`src/rtl/core/wrte_pkg.sv`:
```
// shared types and constants for the weighted rms trace error unit
`default_nettype none
package wrte_pkg;
    localparam int SUM_W   = 64;
    localparam int TOT_W   = 32;
    localparam int IDX_W   = 10;
    localparam int SMP_W   = 16;
    localparam int ROOT_W  = 32;

    // commands from controller to datapath
    typedef struct packed {
        logic load;      // register input word
        logic square;    // register the squared difference
        logic accum;     // add term into sum and bump count
        logic div_start; // latch sum and count into the divider
        logic div_step;  // one restoring divide step
        logic sqrt_start;
        logic sqrt_step; // one root step
        logic close;     // add root to total, clear segment state
        logic emit;      // load output register, clear total and flag, bump organism index
    } wrte_cmd_t;

    // status from datapath to controller
    typedef struct packed {
        logic seg_close;
        logic org_close;
    } wrte_stat_t;
endpackage
`default_nettype wire

```
`src/rtl/core/weighted_rms_trace_error_unit.sv`:
```
// top level of the weighted rms trace error unit
// a plain sample passes the load, square and accumulate states; a segment close adds
//   the divide, root and close states; an organism close adds emit, which waits while busy
// a new word is taken only in the idle state, once the previous word has passed the
//   registered square, the multiply-accumulate and any close steps
// reset: aresetn clears sums, count, total, organism index, flag and valid
`default_nettype none
module weighted_rms_trace_error_unit
    import wrte_pkg::*;
#(
    parameter int MAX_SEGMENT_SAMPLES = 65536,
    parameter int MAX_ORGANISMS       = 1024
) (
    input  wire logic        aclk,
    input  wire logic        aresetn,
    input  wire logic        s_tvalid,
    output logic             s_tready,
    // reference_mv [15:0], candidate_mv [31:16], sample_weight [47:32]
    input  wire logic [47:0] s_tdata,
    // segment_end [0], organism_end [1]
    input  wire logic [1:0]  s_tuser,
    output logic             m_tvalid,
    input  wire logic        m_tready,
    // error_total [31:0], organism_index [41:32], zero pad [47:42]
    output logic [47:0]      m_tdata,
    // overflowed [0]
    output logic             m_tuser
);
    localparam int CNT_W = $clog2(MAX_SEGMENT_SAMPLES + 1);
    localparam int ORG_W = (MAX_ORGANISMS > 1) ? $clog2(MAX_ORGANISMS) : 1;

    wrte_cmd_t        cmd;
    wrte_stat_t       stat;
    logic             in_fire;
    logic             m_valid_reg;
    logic [TOT_W-1:0] res_total;
    logic [IDX_W-1:0] res_index;
    logic             res_ovf;

    assign in_fire = s_tvalid & s_tready;

    wrte_ctrl u_ctrl (
        .aclk     (aclk),
        .aresetn  (aresetn),
        .in_fire  (in_fire),
        .out_busy (m_valid_reg & ~m_tready),
        .stat     (stat),
        .in_ready (s_tready),
        .cmd      (cmd)
    );

    wrte_dp #(
        .MAX_SEGMENT_SAMPLES (MAX_SEGMENT_SAMPLES),
        .MAX_ORGANISMS       (MAX_ORGANISMS),
        .CNT_W               (CNT_W),
        .ORG_W               (ORG_W)
    ) u_dp (
        .aclk          (aclk),
        .aresetn       (aresetn),
        .reference_mv  (s_tdata[15:0]),
        .candidate_mv  (s_tdata[31:16]),
        .sample_weight (s_tdata[47:32]),
        .segment_end   (s_tuser[0]),
        .organism_end  (s_tuser[1]),
        .cmd           (cmd),
        .stat          (stat),
        .res_total     (res_total),
        .res_index     (res_index),
        .res_ovf       (res_ovf)
    );

    // output word holds until taken; emit only fires when the slot is free
    always_ff @(posedge aclk) begin
        if (!aresetn) begin
            m_valid_reg <= 1'b0;
        end else if (cmd.emit) begin
            m_valid_reg <= 1'b1;
        end else if (m_tready) begin
            m_valid_reg <= 1'b0;
        end
    end

    assign m_tvalid = m_valid_reg;
    assign m_tdata  = {6'd0, res_index, res_total};
    assign m_tuser  = res_ovf;

    // never emit over a word that is still waiting
    a_no_overwrite: assert property (@(posedge aclk) disable iff (!aresetn)
        cmd.emit |-> !(m_valid_reg && !m_tready))
        else $error("result overwritten");

    // input only taken when the controller is idle, never with a busy command
    a_accept_idle: assert property (@(posedge aclk) disable iff (!aresetn)
        in_fire |-> !(cmd.div_step || cmd.sqrt_step || cmd.close || cmd.emit))
        else $error("input taken while busy");

    // a waiting result holds its payload
    a_hold: assert property (@(posedge aclk) disable iff (!aresetn)
        (m_tvalid && !m_tready) |=> $stable(m_tdata) && $stable(m_tuser))
        else $error("stalled result changed");
endmodule
`default_nettype wire

```
`src/rtl/core/wrte_ctrl.sv`:
```
// controller state machine for the weighted rms trace error unit
`default_nettype none
module wrte_ctrl
    import wrte_pkg::*;
(
    input  wire logic       aclk,
    input  wire logic       aresetn,
    input  wire logic       in_fire,
    input  wire logic       out_busy,
    input  wire wrte_stat_t stat,
    output logic            in_ready,
    output wrte_cmd_t       cmd
);
    typedef enum logic [2:0] {
        ST_IDLE, ST_SQ, ST_ACC, ST_DIV, ST_SQRT, ST_CLOSE, ST_EMIT
    } state_t;

    state_t     state_reg, state_next;
    logic [6:0] cnt_reg, cnt_next;

    always_comb begin
        state_next = state_reg;
        cnt_next   = cnt_reg;
        cmd        = '0;
        in_ready   = 1'b0;
        unique case (state_reg)
            ST_IDLE: begin
                in_ready = 1'b1;
                if (in_fire) begin
                    cmd.load   = 1'b1;
                    state_next = ST_SQ;
                end
            end
            ST_SQ: begin
                cmd.square = 1'b1;
                state_next = ST_ACC;
            end
            ST_ACC: begin
                cmd.accum = 1'b1;
                if (stat.seg_close) begin
                    state_next = ST_DIV;
                end else begin
                    state_next = ST_IDLE;
                end
            end
            ST_DIV: begin
                if (cnt_reg == 7'd0) begin
                    cmd.div_start = 1'b1;
                    cnt_next = 7'd1;
                end else begin
                    cmd.div_step = 1'b1;
                    cnt_next = cnt_reg + 7'd1;
                    if (cnt_reg == 7'd64) begin
                        cnt_next   = 7'd0;
                        state_next = ST_SQRT;
                    end
                end
            end
            ST_SQRT: begin
                if (cnt_reg == 7'd0) begin
                    cmd.sqrt_start = 1'b1;
                    cnt_next = 7'd1;
                end else begin
                    cmd.sqrt_step = 1'b1;
                    cnt_next = cnt_reg + 7'd1;
                    if (cnt_reg == 7'd32) begin
                        cnt_next   = 7'd0;
                        state_next = ST_CLOSE;
                    end
                end
            end
            ST_CLOSE: begin
                cmd.close = 1'b1;
                state_next = stat.org_close ? ST_EMIT : ST_IDLE;
            end
            ST_EMIT: begin
                if (!out_busy) begin
                    cmd.emit   = 1'b1;
                    state_next = ST_IDLE;
                end
            end
            default: state_next = ST_IDLE;
        endcase
    end

    always_ff @(posedge aclk) begin
        if (!aresetn) begin
            state_reg <= ST_IDLE;
            cnt_reg   <= '0;
        end else begin
            state_reg <= state_next;
            cnt_reg   <= cnt_next;
        end
    end
endmodule
`default_nettype wire

```
`src/rtl/core/wrte_dp.sv`:
```
// datapath: term multiply, accumulate, serial divide, serial root, totals
`default_nettype none
module wrte_dp
    import wrte_pkg::*;
#(
    parameter int MAX_SEGMENT_SAMPLES = 65536,
    parameter int MAX_ORGANISMS       = 1024,
    parameter int CNT_W               = 21,
    parameter int ORG_W               = 16
) (
    input  wire logic              aclk,
    input  wire logic              aresetn,
    input  wire logic signed [SMP_W-1:0] reference_mv,
    input  wire logic signed [SMP_W-1:0] candidate_mv,
    input  wire logic [SMP_W-1:0]  sample_weight,
    input  wire logic              segment_end,
    input  wire logic              organism_end,
    input  wire wrte_cmd_t         cmd,
    output wrte_stat_t             stat,
    output logic [TOT_W-1:0]       res_total,
    output logic [IDX_W-1:0]       res_index,
    output logic                   res_ovf
);
    logic [16:0]       mag_reg;
    logic [33:0]       sq_reg;
    logic [SMP_W-1:0]  w_reg;
    logic              seg_reg, org_reg;
    logic [SUM_W-1:0]  sum_reg;
    logic [CNT_W-1:0]  cnt_reg;
    logic [TOT_W-1:0]  tot_reg;
    logic [ORG_W-1:0]  org_cnt_reg;
    logic              ovf_reg;
    logic [SUM_W-1:0]  quo_reg;
    logic [CNT_W:0]    rem_reg;
    logic [CNT_W-1:0]  dvs_reg;
    logic [SUM_W-1:0]  rad_reg;
    logic [SUM_W+1:0]  srem_reg;
    logic [ROOT_W-1:0] root_reg;

    logic signed [16:0] diff;
    logic [33:0]        sq;
    logic [49:0]        term;
    logic [SUM_W:0]     sum_add;
    logic [CNT_W:0]     rem_sh;
    logic [SUM_W+1:0]   srem_sh, strial;
    logic [TOT_W:0]     tot_add;

    assign diff    = 17'(reference_mv) - 17'(candidate_mv);
    assign sq      = 34'(mag_reg) * 34'(mag_reg);
    assign term    = sq_reg * 50'(w_reg);
    assign sum_add = {1'b0, sum_reg} + 65'(term);
    assign rem_sh  = {rem_reg[CNT_W-1:0], quo_reg[SUM_W-1]};
    assign srem_sh = {srem_reg[SUM_W-1:0], rad_reg[SUM_W-1:SUM_W-2]};
    assign strial  = 66'({root_reg, 2'b01});
    assign tot_add = {1'b0, tot_reg} + 33'(root_reg);

    assign stat.seg_close = seg_reg | org_reg;
    assign stat.org_close = org_reg;

    always_ff @(posedge aclk) begin
        if (cmd.load) begin
            mag_reg <= diff[16] ? 17'(-diff) : 17'(diff);
            w_reg   <= sample_weight;
            seg_reg <= segment_end;
            org_reg <= organism_end;
        end
        if (cmd.square) begin
            sq_reg <= sq;
        end
        if (cmd.div_start) begin
            quo_reg <= sum_reg;
            rem_reg <= '0;
            dvs_reg <= (cnt_reg == '0) ? CNT_W'(1) : cnt_reg;
        end else if (cmd.div_step) begin
            if (rem_sh >= {1'b0, dvs_reg}) begin
                rem_reg <= rem_sh - {1'b0, dvs_reg};
                quo_reg <= {quo_reg[SUM_W-2:0], 1'b1};
            end else begin
                rem_reg <= rem_sh;
                quo_reg <= {quo_reg[SUM_W-2:0], 1'b0};
            end
        end
        if (cmd.sqrt_start) begin
            rad_reg  <= quo_reg;
            srem_reg <= '0;
            root_reg <= '0;
        end else if (cmd.sqrt_step) begin
            rad_reg <= {rad_reg[SUM_W-3:0], 2'b00};
            if (srem_sh >= strial) begin
                srem_reg <= srem_sh - strial;
                root_reg <= {root_reg[ROOT_W-2:0], 1'b1};
            end else begin
                srem_reg <= srem_sh;
                root_reg <= {root_reg[ROOT_W-2:0], 1'b0};
            end
        end
        if (cmd.emit) begin
            res_total <= tot_reg;
            res_index <= IDX_W'(org_cnt_reg);
            res_ovf   <= ovf_reg;
        end
    end

    always_ff @(posedge aclk) begin
        if (!aresetn) begin
            sum_reg     <= '0;
            cnt_reg     <= '0;
            tot_reg     <= '0;
            org_cnt_reg <= '0;
            ovf_reg     <= 1'b0;
        end else begin
            if (cmd.accum) begin
                if (sum_add[SUM_W]) begin
                    sum_reg <= '1;
                    ovf_reg <= 1'b1;
                end else begin
                    sum_reg <= sum_add[SUM_W-1:0];
                end
                if (cnt_reg < CNT_W'(MAX_SEGMENT_SAMPLES)) begin
                    cnt_reg <= cnt_reg + CNT_W'(1);
                end else begin
                    ovf_reg <= 1'b1;
                end
            end
            if (cmd.close) begin
                sum_reg <= '0;
                cnt_reg <= '0;
                if (tot_add[TOT_W]) begin
                    tot_reg <= '1;
                    ovf_reg <= 1'b1;
                end else begin
                    tot_reg <= tot_add[TOT_W-1:0];
                end
            end
            if (cmd.emit) begin
                tot_reg <= '0;
                ovf_reg <= 1'b0;
                org_cnt_reg <= (org_cnt_reg >= ORG_W'(MAX_ORGANISMS - 1)) ? '0
                             : org_cnt_reg + ORG_W'(1);
            end
        end
    end
endmodule
`default_nettype wire
```
`config.mk`:
```
export PLATFORM = sky130hd
export DESIGN_NAME = weighted_rms_trace_error_unit
export DESIGN_NICKNAME = d
export VERILOG_FILES = /design/src/rtl/core/wrte_pkg.sv /design/src/rtl/core/weighted_rms_trace_error_unit.sv /design/src/rtl/core/wrte_ctrl.sv /design/src/rtl/core/wrte_dp.sv
export SDC_FILE = /design/constraint.sdc
export NUM_CORES = 2
export LEC_CHECK = 0
export ABC_CLOCK_PERIOD_IN_PS = 9700
export BUFFER_PORTS_ARGS = -buffer_cell sky130_fd_sc_hd__buf_2
export CORE_UTILIZATION = 60
export DETAILED_ROUTE_END_ITERATION = 10
export MAX_ROUTING_LAYER = met4
export PLACE_DENSITY = 0.85
export SYNTH_ARGS = -nofsm -noshare
export SYNTH_HDL_FRONTEND = slang
export SYNTH_SLANG_ARGS = --single-unit
```
`constraint.sdc`:
```
create_clock -name aclk -period 9.7 [get_ports aclk]
set_input_delay 0.97 -clock aclk [delete_from_list [all_inputs] [get_ports aclk]]
set_output_delay 0.97 -clock aclk [all_outputs]
set_load 0.01 [all_outputs]
```
### Yosys cells after proc, flatten, opt, wreduce, memory -nomap -nowiden

Cells that the tools add are included.

* flip-flop bits (word level): 505
* bits of input ports: 54
* logic and storage cells: 113

* $add $sub $neg: 9
* multiply operators: 2
* $lt $le $gt $ge: 4
* equality and inequality tests: 14
* multiplexer cells: 45
* bitwise operators: 5
* reductions and logical operators: 11

Operators with widths (number)
* two-way mux 64 bit: 6
* >= comparator 66 x 34 -> 1 bit: 1
* adder 64 x 50 -> 65 bit: 1
* subtractor 64 x 34 -> 64 bit: 1
* multiplier 34 x 16 -> 50 bit: 1
* multiplier 17 x 17 -> 34 bit: 1
* adder 32 x 32 -> 33 bit: 1
* two-way mux 32 bit: 1
* two-way mux 7 bit: 4
* two-way mux 3 bit: 7
* one-hot mux 3 bit (7 select lines): 1
* two-way mux 1 bit: 19
* >= comparator 18 x 17 -> 1 bit: 1
* adder 17 x 1 -> 17 bit (second input constant): 1
* zero test 17 bit: 1
* less-than comparator 17 bit (second input constant): 1
* two-way mux 17 bit: 1
* negator 17 bit: 1
* subtractor 16 x 16 -> 17 bit: 1
* subtractor 17 bit: 1
* two-way mux 16 bit: 1
* one-hot mux 7 bit (2 select lines): 1
* adder 10 x 1 -> 10 bit (second input constant): 1
* >= comparator 10 bit (second input constant): 1
* 19 further kinds: 34

### Longest topological paths before layout

* depth after elaboration: 7
* mapped depth: 27
* mapped depth without buffers: 24

### Modules after synthesis

A second synthesis with hierarchy kept.

* cell total of the unflattened synthesis: 5571
* area total of the unflattened synthesis: 52007.4 sq um

By module, submodules not included
* wrte_dp: times used 1, cells an instance 5471, area each 51171.6 sq um, seq. area each 12431.9 sq um
* wrte_ctrl: times used 1, cells an instance 89, area each 739.5 sq um, seq. area each 200.2 sq um
* weighted_rms_trace_error_unit: times used 1, cells an instance 11, area each 96.3 sq um, seq. area each 20.0 sq um

### Least setup slack after synthesis

No wires, ideal clock.

* kind: reg2reg
* start point: register u_dp.sq_reg[11]
* end point: register u_dp.sum_reg[44]
* setup time: 122 ps
* data arrival time: 6582 ps
* path slack: 2997 ps
* stages on the path, launching flop included: 26
* path buffers: 2
* clock period less this slack: 6703 ps
* path through: edfxtp_1 > clkbuf_1 > nand2_1 > fa_1 > inv_1 > fa_1 > inv_1 > fa_1 > inv_1 > fa_1 > fa_1 > inv_1 > fa_1 > inv_1 > ha_1 > clkbuf_1 > a21oi_1 > o21ai_0 > a211o_1 > a21o_1 > a221o_1 > a41oi_1 > o211ai_1 > a311oi_1 > xor2_1 > a21oi_1

* longest elaborated chain between the ends: 3

RTL lines
* start: declaration: line wrte_dp.sv:25 `logic [33:0] sq_reg;`
* start signal: assignment: line wrte_dp.sv:68 `sq_reg <= sq;`
* multiplier 34 x 16 -> 50 bit: line wrte_dp.sv:50 `assign term = sq_reg * 50'(w_reg);`
* adder 64 x 50 -> 65 bit: line wrte_dp.sv:51 `assign sum_add = {1'b0, sum_reg} + 65'(term);`
* two-way mux 64 bit: line wrte_dp.sv:113 `if (sum_add[SUM_W]) begin`
* end signal: assignment: line wrte_dp.sv:117 `sum_reg <= sum_add[SUM_W-1:0];`
* end: declaration: line wrte_dp.sv:28 `logic [SUM_W-1:0] sum_reg;`

Every way passes these cells.
A chain may end at the register's enable or synchronous reset.

### Worst setup path after layout

* start point: register u_dp.w_reg[3]
* end point: register u_dp.sum_reg[22]

* longest elaborated chain between the ends: 3

RTL lines
* start: declaration: line wrte_dp.sv:26 `logic [SMP_W-1:0] w_reg;`
* start signal: assignment: line wrte_dp.sv:63 `w_reg <= sample_weight;`
* multiplier 34 x 16 -> 50 bit: line wrte_dp.sv:50
* adder 64 x 50 -> 65 bit: line wrte_dp.sv:51
* two-way mux 64 bit: line wrte_dp.sv:113

Every way passes these cells.

==> metrics.md <==
| Metric | Value |
|---|---|
| Post-Route Setup TNS | `0 ns` |
| Setup repair after global routing missed its margin | `no` |
| Reg2reg setup slack | `1.56 ns` |
| Total number of nets in the final design | `6571` |
| Number of synthesized flops with an enable pin | `about 260` |
| Number of distinct library cell variants in the gate-level netlist after synthesis | `86` |
| IO Pins | `105` |
| Pin count of the biggest net entering global routing | `82` |
| Number of setup violations in the final report | `0` |
| Reg-to-reg endpoint | `u_dp.sum_reg[22]` |
| Horizontal die dimension | `295 µm` |
| Clock transition at the registers of the reported paths | `0.06 ns` |
| Number of buffer cells added on primary ports | `98` |
| Wire length of the first global-routing pass | `between 150000 and 200000 µm` |
| Worst skew pair latency | `0.66 ns` |
| Synth warn | `0` |
| Critical path, cell by cell | `nand2_1 -> fa_1 -> inv_1 -> fa_1 -> inv_1 -> fa_1 -> fa_1 -> fa_1 -> inv_1 -> fa_1 -> ha_1 -> o211ai_1 -> o31ai_1 -> a21o_1 -> a31oi_1 -> a31o_2 -> o21a_1 -> or3_1 -> buf_4 -> a31oi_1` |
| Fill cells | `6646` |
| Top cells by area, synth | `sky130_fd_sc_hd__fa_1 27%, sky130_fd_sc_hd__edfxtp_1 15%, sky130_fd_sc_hd__dfxtp_1 9.6%` |
| Worst r2r src | `u_dp.w_reg[3]` |
| Worst Hold Path Cells | `2` |
| Worst slew slack as a fraction of its limit | `between 20% and 30%` |
| Share of flip-flops with an asynchronous set or reset | `0%` |
| Overall global routing resource usage | `28.8%` |
| Antenna violations before repair | `0` |
| Synth Register Bits | `504` |
| Post-layout util | `64.3%` |
| Maximum single-stage delay on the critical path | `1.05 ns` |
| Placed instance count | `6577` |
| Diodes inserted | `0` |
| Combined flip-flop and latch cell area | `12700 µm²` |
| Buffers inserted during post-CTS setup optimization | `0` |
| CTS Buf Count | `55` |
| CTS Sinks | `around 500` |
| Avg Synthesized Cell Area | `9.32 µm²` |
| Worst-Margin Slew | `~1.2 ns` |
| Sum of routed wire length over all layers | `118000 µm` |
| Vias per cell | `~5.8` |
| # resized after CTS | `0` |
| Crit path capture type | `flop` |
| Initial DRC count | `2962` |
| Overall die area | `a little under 90000 µm²` |
| DRC errors left | `2` |
| Cells after synthesis | `roughly 5500` |
| Crit-path slowest cell | `sky130_fd_sc_hd__edfxtp_1` |
| Placeable core area | `85100 µm²` |
| Worst Path Max Fanout | `26` |
| Required time of the worst setup path | `10.25 ns` |
| Outcome | `finished, violations left` |
| Top_reg_cell synth | `sky130_fd_sc_hd__edfxtp_1` |
| Achievable clock frequency | `123 MHz` |
| Sequential-to-total area share from yosys stat | `24.5%` |
| Total area of multi-input combinational cells | `34200 µm²` |
| Max H-tree Level | `2` |
| Worst path most repeated cell | `sky130_fd_sc_hd__fa_1` |
| Number of nets with antenna violations after routing | `0` |
| Depth of the worst register-to-register path | `20` |
| Share of the cycle needed by the critical path after routing | `84.0%` |
| Category of the critical setup timing path | `reg2reg` |
| Crit path time final | `8.14 ns` |
| Min Hold Slack | `0.464 ns` |
| Worst clock skew | `~0.035 ns` |
| Drt pass-1 iters | `9` |
| Area growth, synth to finish | `6.20%` |
| Clock tree from TritonCTS | `yes` |
| Hold WC Path Type | `reg2reg` |
| Hold violation count in the final report | `0` |
| Overall die height | `295 µm` |
| Hold buffer count at CTS | `0` |
| Cell Area, Synth | `51500 µm²` |
| Count of final max-slew check failures | `0` |
| WL/cell | `17.7 µm` |
| Non-filler cells in the finished layout | `6681` |
| Fraction of layout cells with a size suffix above 1 | `7.24%` |
| HPWL reported at the end of detailed placement | `between 90000 and 100000 µm` |
| Portion of synthesized cell area occupied by the leading cell type | `26.5%` |
| Maximum Capacitance Violations | `0` |
| Violations in the final reports | `DRC` |
| Largest area contributor in the synthesized netlist | `sky130_fd_sc_hd__fa_1` |
| Clock Tree Root | `sky130_fd_sc_hd__clkbuf_16` |
| Worst setup SP type | `flop` |
| Deepest clock path buffer count | `3` |
| Row cnt | `107` |
| Final Wtd Congestion | `0.959` |
| Hold Crit Start | `u_dp.rem_reg[16]` |
| Initial Utilization | `roughly 60%` |
| Data arrival time at the worst-slack endpoint | `between 8 and 9 ns` |
| Timing startpoint of the critical path | `u_dp.w_reg[3]` |
| Global route total overflow | `0` |
| Number of global-route vias before repair | `39744` |
| End point of the most critical hold path | `u_dp.rem_reg[16]` |
| Vias after detailed routing | `~39000` |
[cell type report]
type | count | share of cell area [%]
Inverter | 1025 | 7.03
Clock buffer | 68 | 2.72
Multi-Input combinational cell | 3767 | 62.4
Clock inverter | 36 | 0.693
Timing Repair Buffer | 137 | 1.43
Tap cell | 1144 | 2.61
Sequential cell | 504 | 23.1
[cells in the final DEF (no fill, tap or decap), types with 203 or more instances in the layout]
cell type	n
sky130_fd_sc_hd__ha_1	344
sky130_fd_sc_hd__dfxtp_1	248
sky130_fd_sc_hd__a21oi_1	203
sky130_fd_sc_hd__and2_1	237
sky130_fd_sc_hd__edfxtp_1	256
sky130_fd_sc_hd__inv_1	1023
sky130_fd_sc_hd__nor2_1	208
sky130_fd_sc_hd__o21ai_0	257
sky130_fd_sc_hd__nand2_1	658
sky130_fd_sc_hd__fa_1	683
[synthesized netlist by cell type (15+ instances only)]
library cell and n:
sky130_fd_sc_hd__buf_2 15, sky130_fd_sc_hd__ha_1 344, sky130_fd_sc_hd__and3_1 20, sky130_fd_sc_hd__inv_1 1024, sky130_fd_sc_hd__mux2_2 128, sky130_fd_sc_hd__clkbuf_1 215
sky130_fd_sc_hd__nor2_1 212, sky130_fd_sc_hd__a21o_1 81, sky130_fd_sc_hd__nand2b_1 33, sky130_fd_sc_hd__o211ai_1 26, sky130_fd_sc_hd__edfxtp_1 256, sky130_fd_sc_hd__o21ai_0 257
sky130_fd_sc_hd__nand2_1 658, sky130_fd_sc_hd__nand4_1 46, sky130_fd_sc_hd__nor4_1 23, sky130_fd_sc_hd__nand3_1 95, sky130_fd_sc_hd__fa_1 683, sky130_fd_sc_hd__a211oi_1 19
sky130_fd_sc_hd__o21a_1 21, sky130_fd_sc_hd__mux2i_1 19, sky130_fd_sc_hd__xnor2_1 129, sky130_fd_sc_hd__a221oi_1 17, sky130_fd_sc_hd__dfxtp_1 248, sky130_fd_sc_hd__and2_1 237
sky130_fd_sc_hd__o31ai_1 26, sky130_fd_sc_hd__a31oi_1 58, sky130_fd_sc_hd__or3_1 27, sky130_fd_sc_hd__o22ai_1 15, sky130_fd_sc_hd__nor3_1 56, sky130_fd_sc_hd__a21oi_1 203
sky130_fd_sc_hd__xor2_1 95, sky130_fd_sc_hd__nor2b_1 36, sky130_fd_sc_hd__o21bai_1 25
[per-stage QoR]
step	cell area, µm²	setup slack, ns
after floorplan	51600	3.00
after global placement	52900	1.91
after detailed placement	52900	1.73
after CTS	54700	1.72
after global routing	54700	1.24
final	54700	1.56
[routing by layer]
layer / share of wire (%) / track usage, % / wire (µm) / up-vias
met2: 49 / 48.0 / 58100 / 1502
met4: 3.6 / 10.2 / 4280 / 0
met3: 6.6 / 3.11 / 7840 / 344
li1: - / - / - / 17721
met5: 0 / - / 0 / -
met1: 41 / 36.6 / 48200 / 19079
[worst max-delay path, delay by kind of cell, from the launching register on]
family / cells / cell delay (ns)
AO/OA/AOI/OAI: 7 / 2.03
buffers and inverters: 4 / 0.51
AND/OR/NAND/NOR: 2 / 0.88
flip-flops: 1 / 1.05
adder cells (fa/ha/maj): 7 / 3.54
[logic make-up after synthesis]
family / after synthesis / synth area share (%)
other cells: 2 / 0.0146
compound gates: 860 / 10.5
flops: 504 / 24.5
fa+ha+maj: 1027 / 34.9
buf+inv: 1272 / 9.38
mux: 147 / 3.17
simple gates: 1495 / 13.7
xor+xnor: 224 / 3.81
[how the worst max path moves through the flow]
stage                            end  slack, ns  cells past startpoint
finish              u_dp.sum_reg[22]       1.56                     20
global route        u_dp.sum_reg[34]       1.24                     20
CTS                 u_dp.sum_reg[49]       1.72                     21
detailed placement  u_dp.sum_reg[46]       1.73                     21
global placement    u_dp.sum_reg[48]       1.91                     21
floorplan           u_dp.sum_reg[44]       3.00                     25
Power is not shown: default switching activity piles up to over one toggle a cycle in this logic, so the estimate is an artifact.
